File: src/design/bilinear_upsample_2x_assert.svh
// assertion macros for the bilinear 2x upsampler
// expects clk and rst_n in the scope of every use
`ifndef BILINEAR_UPSAMPLE_2X_ASSERT_SVH
`define BILINEAR_UPSAMPLE_2X_ASSERT_SVH
`ifndef SYNTHESIS
`define BUP2X_ASSERT_SAME(lbl, ante, cons, msg) \
    lbl: assert property (@(posedge clk) disable iff (!rst_n) (ante) |-> (cons)) else $error(msg);
`define BUP2X_ASSERT_NEXT(lbl, ante, cons, msg) \
    lbl: assert property (@(posedge clk) disable iff (!rst_n) (ante) |=> (cons)) else $error(msg);
`else
`define BUP2X_ASSERT_SAME(lbl, ante, cons, msg)
`define BUP2X_ASSERT_NEXT(lbl, ante, cons, msg)
`endif
`endif

File: src/design/bup2x_pkg.sv
// shared constants and types for the bilinear 2x upsampler
// no dependencies
package bup2x_pkg;

    localparam int MAX_WIDTH_DEF   = 1024;
    localparam int MAX_HEIGHT_DEF  = 1024;
    localparam int SAMPLE_BITS_DEF = 16;

    localparam int COORD_BITS     = 12;
    localparam int CFG_INDEX_BITS = 8;
    localparam int CFG_DATA_BITS  = 11;

    localparam logic [CFG_INDEX_BITS-1:0] REG_WIDTH_IN_USE  = CFG_INDEX_BITS'(0);
    localparam logic [CFG_INDEX_BITS-1:0] REG_HEIGHT_IN_USE = CFG_INDEX_BITS'(1);

    localparam logic [CFG_DATA_BITS-1:0] SIZE_RESET = CFG_DATA_BITS'(64);

    // position of a tile group and which border tiles follow the main one
    typedef struct packed {
        logic [COORD_BITS-1:0] px;
        logic [COORD_BITS-1:0] py;
        logic                  right;
        logic                  bottom;
    } tile_pos_t;

endpackage

File: src/design/bup2x_emit.sv
// output side: walks the main and border tiles of one item, one pixel a cycle unless the consumer stalls the output
// depends on bup2x_pkg
module bup2x_emit #(
    parameter int SAMPLE_BITS = bup2x_pkg::SAMPLE_BITS_DEF
) (
    input  logic                                  clk,
    input  logic                                  rst_n,
    input  logic                                  tile_valid,
    output logic                                  tile_ready,
    input  bup2x_pkg::tile_pos_t                  tile_pos,
    input  logic signed [SAMPLE_BITS-1:0]         tile_c,
    input  logic signed [SAMPLE_BITS-1:0]         tile_l,
    input  logic signed [SAMPLE_BITS-1:0]         tile_u,
    input  logic signed [SAMPLE_BITS-1:0]         tile_ul,
    output logic                                  out_valid,
    input  logic                                  out_ready,
    output logic [bup2x_pkg::COORD_BITS-1:0]      out_x,
    output logic [bup2x_pkg::COORD_BITS-1:0]      out_y,
    output logic signed [SAMPLE_BITS+1:0]         out_value,
    output logic                                  last_of_item
);

    localparam int VW = SAMPLE_BITS + 2;

    localparam logic [1:0] TILE_MAIN   = 2'd0;
    localparam logic [1:0] TILE_RIGHT  = 2'd1;
    localparam logic [1:0] TILE_BOTTOM = 2'd2;
    localparam logic [1:0] TILE_CORNER = 2'd3;

    logic                              s2_valid_reg;
    bup2x_pkg::tile_pos_t              pos_reg;
    logic signed [SAMPLE_BITS-1:0]     c_reg;
    logic signed [SAMPLE_BITS-1:0]     l_reg;
    logic signed [SAMPLE_BITS-1:0]     u_reg;
    logic signed [SAMPLE_BITS-1:0]     ul_reg;
    logic [1:0]                        tile_reg;
    logic [1:0]                        pix_reg;
    logic                              out_valid_reg;
    logic [bup2x_pkg::COORD_BITS-1:0]  out_x_reg;
    logic [bup2x_pkg::COORD_BITS-1:0]  out_y_reg;
    logic signed [VW-1:0]              out_value_reg;
    logic                              last_reg;

    logic [1:0]                        tile_next;
    logic                              has_next;
    logic                              final_pix;
    logic                              step;
    logic                              load;
    logic signed [VW-1:0]              ce;
    logic signed [VW-1:0]              le;
    logic signed [VW-1:0]              ue;
    logic signed [VW-1:0]              ule;
    logic signed [VW-1:0]              sum_cu;
    logic signed [VW-1:0]              sum_cl;
    logic signed [VW-1:0]              sum_all;
    logic signed [VW-1:0]              value;
    logic [1:0]                        xoff;
    logic [1:0]                        yoff;

    // which border tile comes after the current one
    always_comb
    begin
        tile_next = TILE_MAIN;
        has_next  = 1'b0;
        unique case (tile_reg)
            TILE_MAIN:
            begin
                if (pos_reg.right)
                begin
                    tile_next = TILE_RIGHT;
                    has_next  = 1'b1;
                end
                else if (pos_reg.bottom)
                begin
                    tile_next = TILE_BOTTOM;
                    has_next  = 1'b1;
                end
            end
            TILE_RIGHT:
            begin
                if (pos_reg.bottom)
                begin
                    tile_next = TILE_BOTTOM;
                    has_next  = 1'b1;
                end
            end
            TILE_BOTTOM:
            begin
                if (pos_reg.right)
                begin
                    tile_next = TILE_CORNER;
                    has_next  = 1'b1;
                end
            end
            TILE_CORNER:
            begin
                has_next = 1'b0;
            end
            default:
            begin
                has_next = 1'b0;
            end
        endcase
    end

    assign final_pix  = (pix_reg == 2'd3) && !has_next;
    assign step       = s2_valid_reg && (!out_valid_reg || out_ready);
    assign tile_ready = !s2_valid_reg || (step && final_pix);
    assign load       = tile_valid && tile_ready;

    assign ce  = {{2{c_reg[SAMPLE_BITS-1]}}, c_reg};
    assign le  = {{2{l_reg[SAMPLE_BITS-1]}}, l_reg};
    assign ue  = {{2{u_reg[SAMPLE_BITS-1]}}, u_reg};
    assign ule = {{2{ul_reg[SAMPLE_BITS-1]}}, ul_reg};

    assign sum_cu  = ce + ue;
    assign sum_cl  = ce + le;
    assign sum_all = sum_cu + le + ule;

    // values in quarters of an input unit; last column and row are zero
    always_comb
    begin
        value = '0;
        case (tile_reg)
            TILE_MAIN:
            begin
                case (pix_reg)
                    2'd0:    value = sum_all;
                    2'd1:    value = sum_cu <<< 1;
                    2'd2:    value = sum_cl <<< 1;
                    default: value = ce <<< 2;
                endcase
            end
            TILE_RIGHT:
            begin
                case (pix_reg)
                    2'd0:    value = sum_cu;
                    2'd2:    value = ce <<< 1;
                    default: value = '0;
                endcase
            end
            TILE_BOTTOM:
            begin
                case (pix_reg)
                    2'd0:    value = sum_cl;
                    2'd1:    value = ce <<< 1;
                    default: value = '0;
                endcase
            end
            default:
            begin
                value = (pix_reg == 2'd0) ? ce : '0;
            end
        endcase
    end

    assign xoff = {(tile_reg == TILE_RIGHT) || (tile_reg == TILE_CORNER), pix_reg[0]};
    assign yoff = {(tile_reg == TILE_BOTTOM) || (tile_reg == TILE_CORNER), pix_reg[1]};

    always_ff @(posedge clk or negedge rst_n)
    begin
        if (!rst_n)
        begin
            s2_valid_reg <= 1'b0;
            tile_reg     <= TILE_MAIN;
            pix_reg      <= 2'd0;
        end
        else if (load)
        begin
            s2_valid_reg <= 1'b1;
            tile_reg     <= TILE_MAIN;
            pix_reg      <= 2'd0;
        end
        else if (step)
        begin
            if (pix_reg == 2'd3)
            begin
                if (has_next)
                begin
                    tile_reg <= tile_next;
                end
                else
                begin
                    s2_valid_reg <= 1'b0;
                end
            end
            pix_reg <= pix_reg + 2'd1;
        end
    end

    always_ff @(posedge clk)
    begin
        if (load)
        begin
            pos_reg <= tile_pos;
            c_reg   <= tile_c;
            l_reg   <= tile_l;
            u_reg   <= tile_u;
            ul_reg  <= tile_ul;
        end
    end

    // output register parts the pixel walk from the consumer
    always_ff @(posedge clk or negedge rst_n)
    begin
        if (!rst_n)
        begin
            out_valid_reg <= 1'b0;
        end
        else if (step)
        begin
            out_valid_reg <= 1'b1;
        end
        else if (out_ready)
        begin
            out_valid_reg <= 1'b0;
        end
    end

    always_ff @(posedge clk)
    begin
        if (step)
        begin
            out_x_reg     <= pos_reg.px + bup2x_pkg::COORD_BITS'(xoff);
            out_y_reg     <= pos_reg.py + bup2x_pkg::COORD_BITS'(yoff);
            out_value_reg <= value;
            last_reg      <= final_pix;
        end
    end

    assign out_valid    = out_valid_reg;
    assign out_x        = out_x_reg;
    assign out_y        = out_y_reg;
    assign out_value    = out_value_reg;
    assign last_of_item = last_reg;

endmodule

File: config.mk
export PLATFORM = sky130hd
export DESIGN_NAME = bup2x_emit
export DESIGN_NICKNAME = d
export VERILOG_FILES = /design/src/design/bilinear_upsample_2x_assert.svh /design/src/design/bup2x_pkg.sv /design/src/design/bup2x_emit.sv
export SDC_FILE = /design/constraint.sdc
export NUM_CORES = 1
export LEC_CHECK = 0
export BUFFER_PORTS_ARGS = -buffer_cell sky130_fd_sc_hd__buf_2
export CAP_MARGIN = 20
export CELL_PAD_IN_SITES_DETAIL_PLACEMENT = 1
export CELL_PAD_IN_SITES_GLOBAL_PLACEMENT = 2
export CORE_MARGIN = 2
export CORE_UTILIZATION = 38
export DETAILED_ROUTE_END_ITERATION = 6
export HOLD_SLACK_MARGIN = 0.02
export PLACE_DENSITY_LB_ADDON = 0.1
export SLEW_MARGIN = 30
export SYNTH_ARGS = -nofsm -noshare
export SYNTH_HDL_FRONTEND = slang
export SYNTH_SLANG_ARGS = --single-unit
export TNS_END_PERCENT = 20
File: constraint.sdc
create_clock -name clk -period 5.3 [get_ports clk]
set_input_delay 0.265 -clock clk [delete_from_list [all_inputs] [get_ports clk]]
set_output_delay 0.265 -clock clk [all_outputs]
set_load 0.02 [all_outputs]
# Word level (Yosys, flattened, before mapping)

Cells that the tools add are included.

RAM bits: 0
Bits in registers: 139
Input bits: 94
Bits in latches: 0
Memories kept: 0
Memory bits (read-only): 0
Output and inout port bits: 45

$lt $le $gt $ge: 0
$mul: 0
Equality and inequality tests: 7
Div/mod/pow operators: 0
Muxes and demuxes: 25
Add/sub/neg operators: 7
Reductions and logical operators: 19
Bitwise logic cells: 0
Shift-type cells: 0

Operators with widths:

| kind                  | count |
|---|---|
| $pmux W18 S3          | 2 |
| $pmux W18 S2          | 2 |
| $add A16 B16 Y17      | 2 |
| $add A12 B2 Y12       | 2 |
| $add A17 B16 Y18      | 1 |
| $add A18 B16 Y18      | 1 |
| $mux W18              | 1 |
| $mux W2               | 9 |
| $mux W1               | 9 |
| $eq A2 B2 Y1 const B  | 4 |
| $reduce_bool A2 Y1    | 4 |
| $pmux W2 S3           | 1 |
| $reduce_and A3 Y1     | 2 |
| $eq A2 B1 Y1 const B  | 2 |
| $logic_and A1 B1 Y1   | 4 |
| $logic_not A2 Y1      | 2 |
| $logic_or A1 B1 Y1    | 4 |
| $pmux W1 S4           | 1 |
| $logic_not A1 Y1      | 3 |
| $add A2 B1 Y2 const B | 1 |
| $ne A2 B1 Y1 const B  | 1 |

# Longest topological paths before layout

Depth in word-level cells: 10
Mapped depth: 18
Mapped depth without buffers: 18

# Worst setup path after synthesis

Ideal clock, no wire load.

Path type: register to register
Start point: register c_reg[0]
End point: register out_value_reg[15], in the netlist out_value[15] (data pin)
Clock period less this slack: 4.841 ns
Data arrival time: 4.581 ns
Setup slack: 0.459 ns
Setup time: 0.261 ns
Data required time: 5.039 ns
Stages on the path, launching flop included: 18
Cells stage by stage: edfxtp_1 > ha_1 > fa_1 > a211o_1 > a211oi_2 > o21bai_1 > a21o_1 > xor2_1 > fa_1 > ha_1 > and3_4 > and3_4 > a2111oi_4 > o21ai_2 > and3b_1 > o31ai_2 > o2111ai_1 > a221o_1

Word-level cells in the longest chain between the ends: 5

RTL lines:

| what                   | RTL line          | text |
|---|---|---|
| from (decl)            | bup2x_emit.sv:32  | `logic signed [SAMPLE_BITS-1:0] c_reg;` |
| from (signal assigned) | bup2x_emit.sv:196 | `c_reg <= tile_c;` |
| $add A16 B16 Y17       | bup2x_emit.sv:116 | `assign sum_cu = ce + ue;` |
| $add A17 B16 Y18       | bup2x_emit.sv:118 | `assign sum_all = sum_cu + le + ule;` |
| $add A18 B16 Y18       | bup2x_emit.sv:118 |  |
| $pmux W18 S3           | bup2x_emit.sv:127 | `case (pix_reg)` |
| $pmux W18 S3 *         | bup2x_emit.sv:124 | `case (tile_reg)` |
| named net value[15]    | bup2x_emit.sv:56  | `logic signed [VW-1:0] value;` |
| to (signal assigned)   | bup2x_emit.sv:226 | `out_value_reg <= value;` |
| to (decl)              | bup2x_emit.sv:41  | `logic signed [VW-1:0] out_value_reg;` |

The timed path passes the listed nets; every way through them passes the cells marked *.
A chain may end at the register's enable or synchronous reset.

# Worst setup path after layout

Start point: register c_reg[0]
End point: register out_value_reg[14], in the netlist out_value[14] (data pin)

Same word-level chain as after synthesis.

==> results.json <==
{
  "min_path_cells": 1,
  "route.antenna.remaining_nets": 0,
  "syn_area_sq_um": 8620,
  "worst_ep_arrival_time_ns": 5.32,
  "grt_pass1_wl_um": 41600,
  "clkTransAtPathRegs_ns": 0.06,
  "drv_slew": 0,
  "grtUsageMet1": 0.272,
  "period_needed_ns": 5.16,
  "start_util": 0.384,
  "grt_max_degree": 49,
  "grt_usage": 0.226,
  "diodes": 0,
  "use_met3": 0.0406,
  "fin_skew_ns": 0.0104,
  "io_buffers": 138,
  "routabilityCongestion": 0.881,
  "reg2regPathDepth": 17,
  "row_count": 55,
  "critPathMaxFanout": 3,
  "min_from": "tile_c[0]",
  "post_drt_wl_per_cell_um": 20.5,
  "hold_viol": 0,
  "reg2reg_to": "out_value[14]$_DFFE_PP_",
  "vias": 7019,
  "dr.pass1.iters": 6,
  "dp_slack_ns": 0.0604,
  "async_flop_share": 0.0432,
  "clockRootBuffer": "clkbuf_16",
  "rsz0062_at_grt": "yes",
  "io_pins": 139,
  "tns_ns": 0,
  "via_per_inst": 5.45,
  "cts_made_buffers": 17,
  "avgSynthCellArea_sq_um": 11.5,
  "grt_pass1_vias": 7618,
  "finalNetCount": 1162,
  "grt.overflow.total": 0,
  "powerDensity_nw_per_um2": 466,
  "clock_latency_ns": 0.43,
  "drv_cap": 0,
  "finalSetupViolations": 0,
  "run_status": "finished clean",
  "largest_reg_flops": 26,
  "use_met2": 0.412,
  "worst_pin_slew_ns": 0.840,
  "cts_sinks": 139,
  "cts_tree": "done",
  "worstSetupPathType": "reg2reg",
  "die-width_um": 155,
  "fillers": 2419,
  "period_share": 0.973,
  "slew_headroom": 0.440,
  "worst_setup_path_end_kind": "flip-flop",
  "max_freq_ghz": 0.194,
  "synth.distinct_cells": 65,
  "ir_drop_v": 0.000163,
  "required_ns": 5.47,
  "whs_ns": 0.0390,
  "r2r_slack_ns": 0.14,
  "synthToLayoutAreaGrowth_pct": 30.7,
  "power.leakage_nw": 4.60,
  "ys_ff_latch": 139,
  "synthFlopType": "edfxtp_1",
  "core_area_sq_um": 22400,
  "die_h_um": 155,
  "final.setup.worst_slack_ns": 0.145,
  "drt_iter0_drc": 512,
  "whs_endpoint": "c_reg[0]$_DFFE_PP_",
  "min_path_type": "in2reg",
  "cts_htree_levels": 4,
  "antenna_found_initial": 1,
  "synth_nets": 925,
  "routed_wl_um": 26400,
  "crit_path_start": "c_reg[0]$_DFFE_PP_",
  "place_hpwl_um": 19200,
  "clockBufferDepth": 2,
  "die-area_sq_um": 23900,
  "startpoint_type": "flip-flop",
  "synth-seq-area-share": 0.481,
  "synth_warnings": 0,
  "dp_cells": 1167,
  "r2r_start": "c_reg[0]$_DFFE_PP_",
  "synth-edff-count": 133,
  "stdcell_count": 1288,
  "layout-drive-gt1-share": 0.217,
  "grt_busiest_layer": "met2",
  "drc": 0,
  "syn_inst": 753
}
==> critical path, stage by stage (launching register included) <==
cell and delay, ns:
edfxtp_1 0.44, ha_4 0.20, fa_2 0.36, a211o_1 0.35, a211oi_4 0.36, nor4_4 0.10, o41ai_4 0.39, xnor2_2 0.17
fa_1 0.58, ha_4 0.21, a21o_1 0.17, a2111o_1 0.42, a2111oi_4 0.43, nor2_1 0.09, xor2_1 0.15, a221o_1 0.30
nand2_1 0.07, o2111ai_1 0.10
==> per-layer routing <==
metal,up-vias,wire length (um)
met5,-,13
met4,2,431
met3,34,935
met2,175,13900
met1,3487,11100
li1,3321,-
==> cell usage after synthesis, types with 22 or more instances <==
master    instances  area (sq um)
edfxtp_1        133          3990
ha_1             56           701
inv_1            51           191
a21oi_1          48           240
nand2_1          48           180
o21ai_0          45           225
nor2_1           37           139
xnor2_1          37           324
a21o_1           23           173
clkbuf_1         23          86.3
fa_1             22           440
xor2_1           22           193
==> layout by cell type (no fill, tap or decap), drive strengths merged, types with 19 or more instances in the layout <==
master,n
edfxtp,133
xnor2,37
a21o,23
inv,56
buf,157
ha,56
dlygate4sd3,87
fa,22
nor2,37
nand2,48
o21ai,48
a21oi,48
clkbuf,19
nand3,19
xor2,22
==> where the power goes <==
part	switching, mW	total (mW)	internal [mW]
clock	0.525	1.13	0.609
combinational	1.50	2.51	1.02
sequential	0.136	1.60	1.47
==> logic make-up after synthesis <==
logic type / count (synthesis) / share of synthesized area
AOI/OAI and AO/OA: 235 / 0.197
and+or+nand+nor: 159 / 0.0895
DFF: 139 / 0.481
buffers and inverters: 79 / 0.0344
adders and majority gates: 78 / 0.132
xor gates and xnor gates: 59 / 0.0599
muxes: 4 / 0.00609
==> how the worst max path moves through the flow <==
stage                                         end  slack [ns]  cells past startpoint
after floorplan           out_value[15]$_DFFE_PP_        0.46                     17
after global placement    out_value[16]$_DFFE_PP_        0.20                     16
after detailed placement  out_value[16]$_DFFE_PP_        0.06                     16
after CTS                 out_value[15]$_DFFE_PP_        0.06                     17
after global routing      out_value[14]$_DFFE_PP_       -0.06                     17
final                     out_value[14]$_DFFE_PP_        0.14                     17
==> metrics by stage <==
step | power (mW) | instance area, sq um | util
after detailed placement | 4.02 | 9730 | 0.434
after CTS | 5.23 | 11200 | 0.497
final | 5.25 | 11300 | 0.502
after global placement | 3.95 | 9700 | 0.432
after global routing | 5.60 | 11300 | 0.502
after floorplan | 3.29 | 8620 | -
==> area by class of cell <==
class | instances | area [sq um] | area share
Timing Repair Buffer | 244 | 1720 | 0.153
Clock inverter | 13 | 114 | 0.0101
Sequential cell | 139 | 4140 | 0.368
Inverter | 53 | 201 | 0.0179
Multi-Input combinational cell | 535 | 4300 | 0.381
Clock buffer | 19 | 433 | 0.0384
Tap cell | 285 | 357 | 0.0316
==> repair_timing <==
action                     CTS  global route
pin swaps                    0            12
setup endpoints to repair    2             5
hold buffers                87             0
setup buffers                0             2
hold endpoints to repair    92             0
gates resized for setup      1            16
Power figures use the tool's default switching activity.
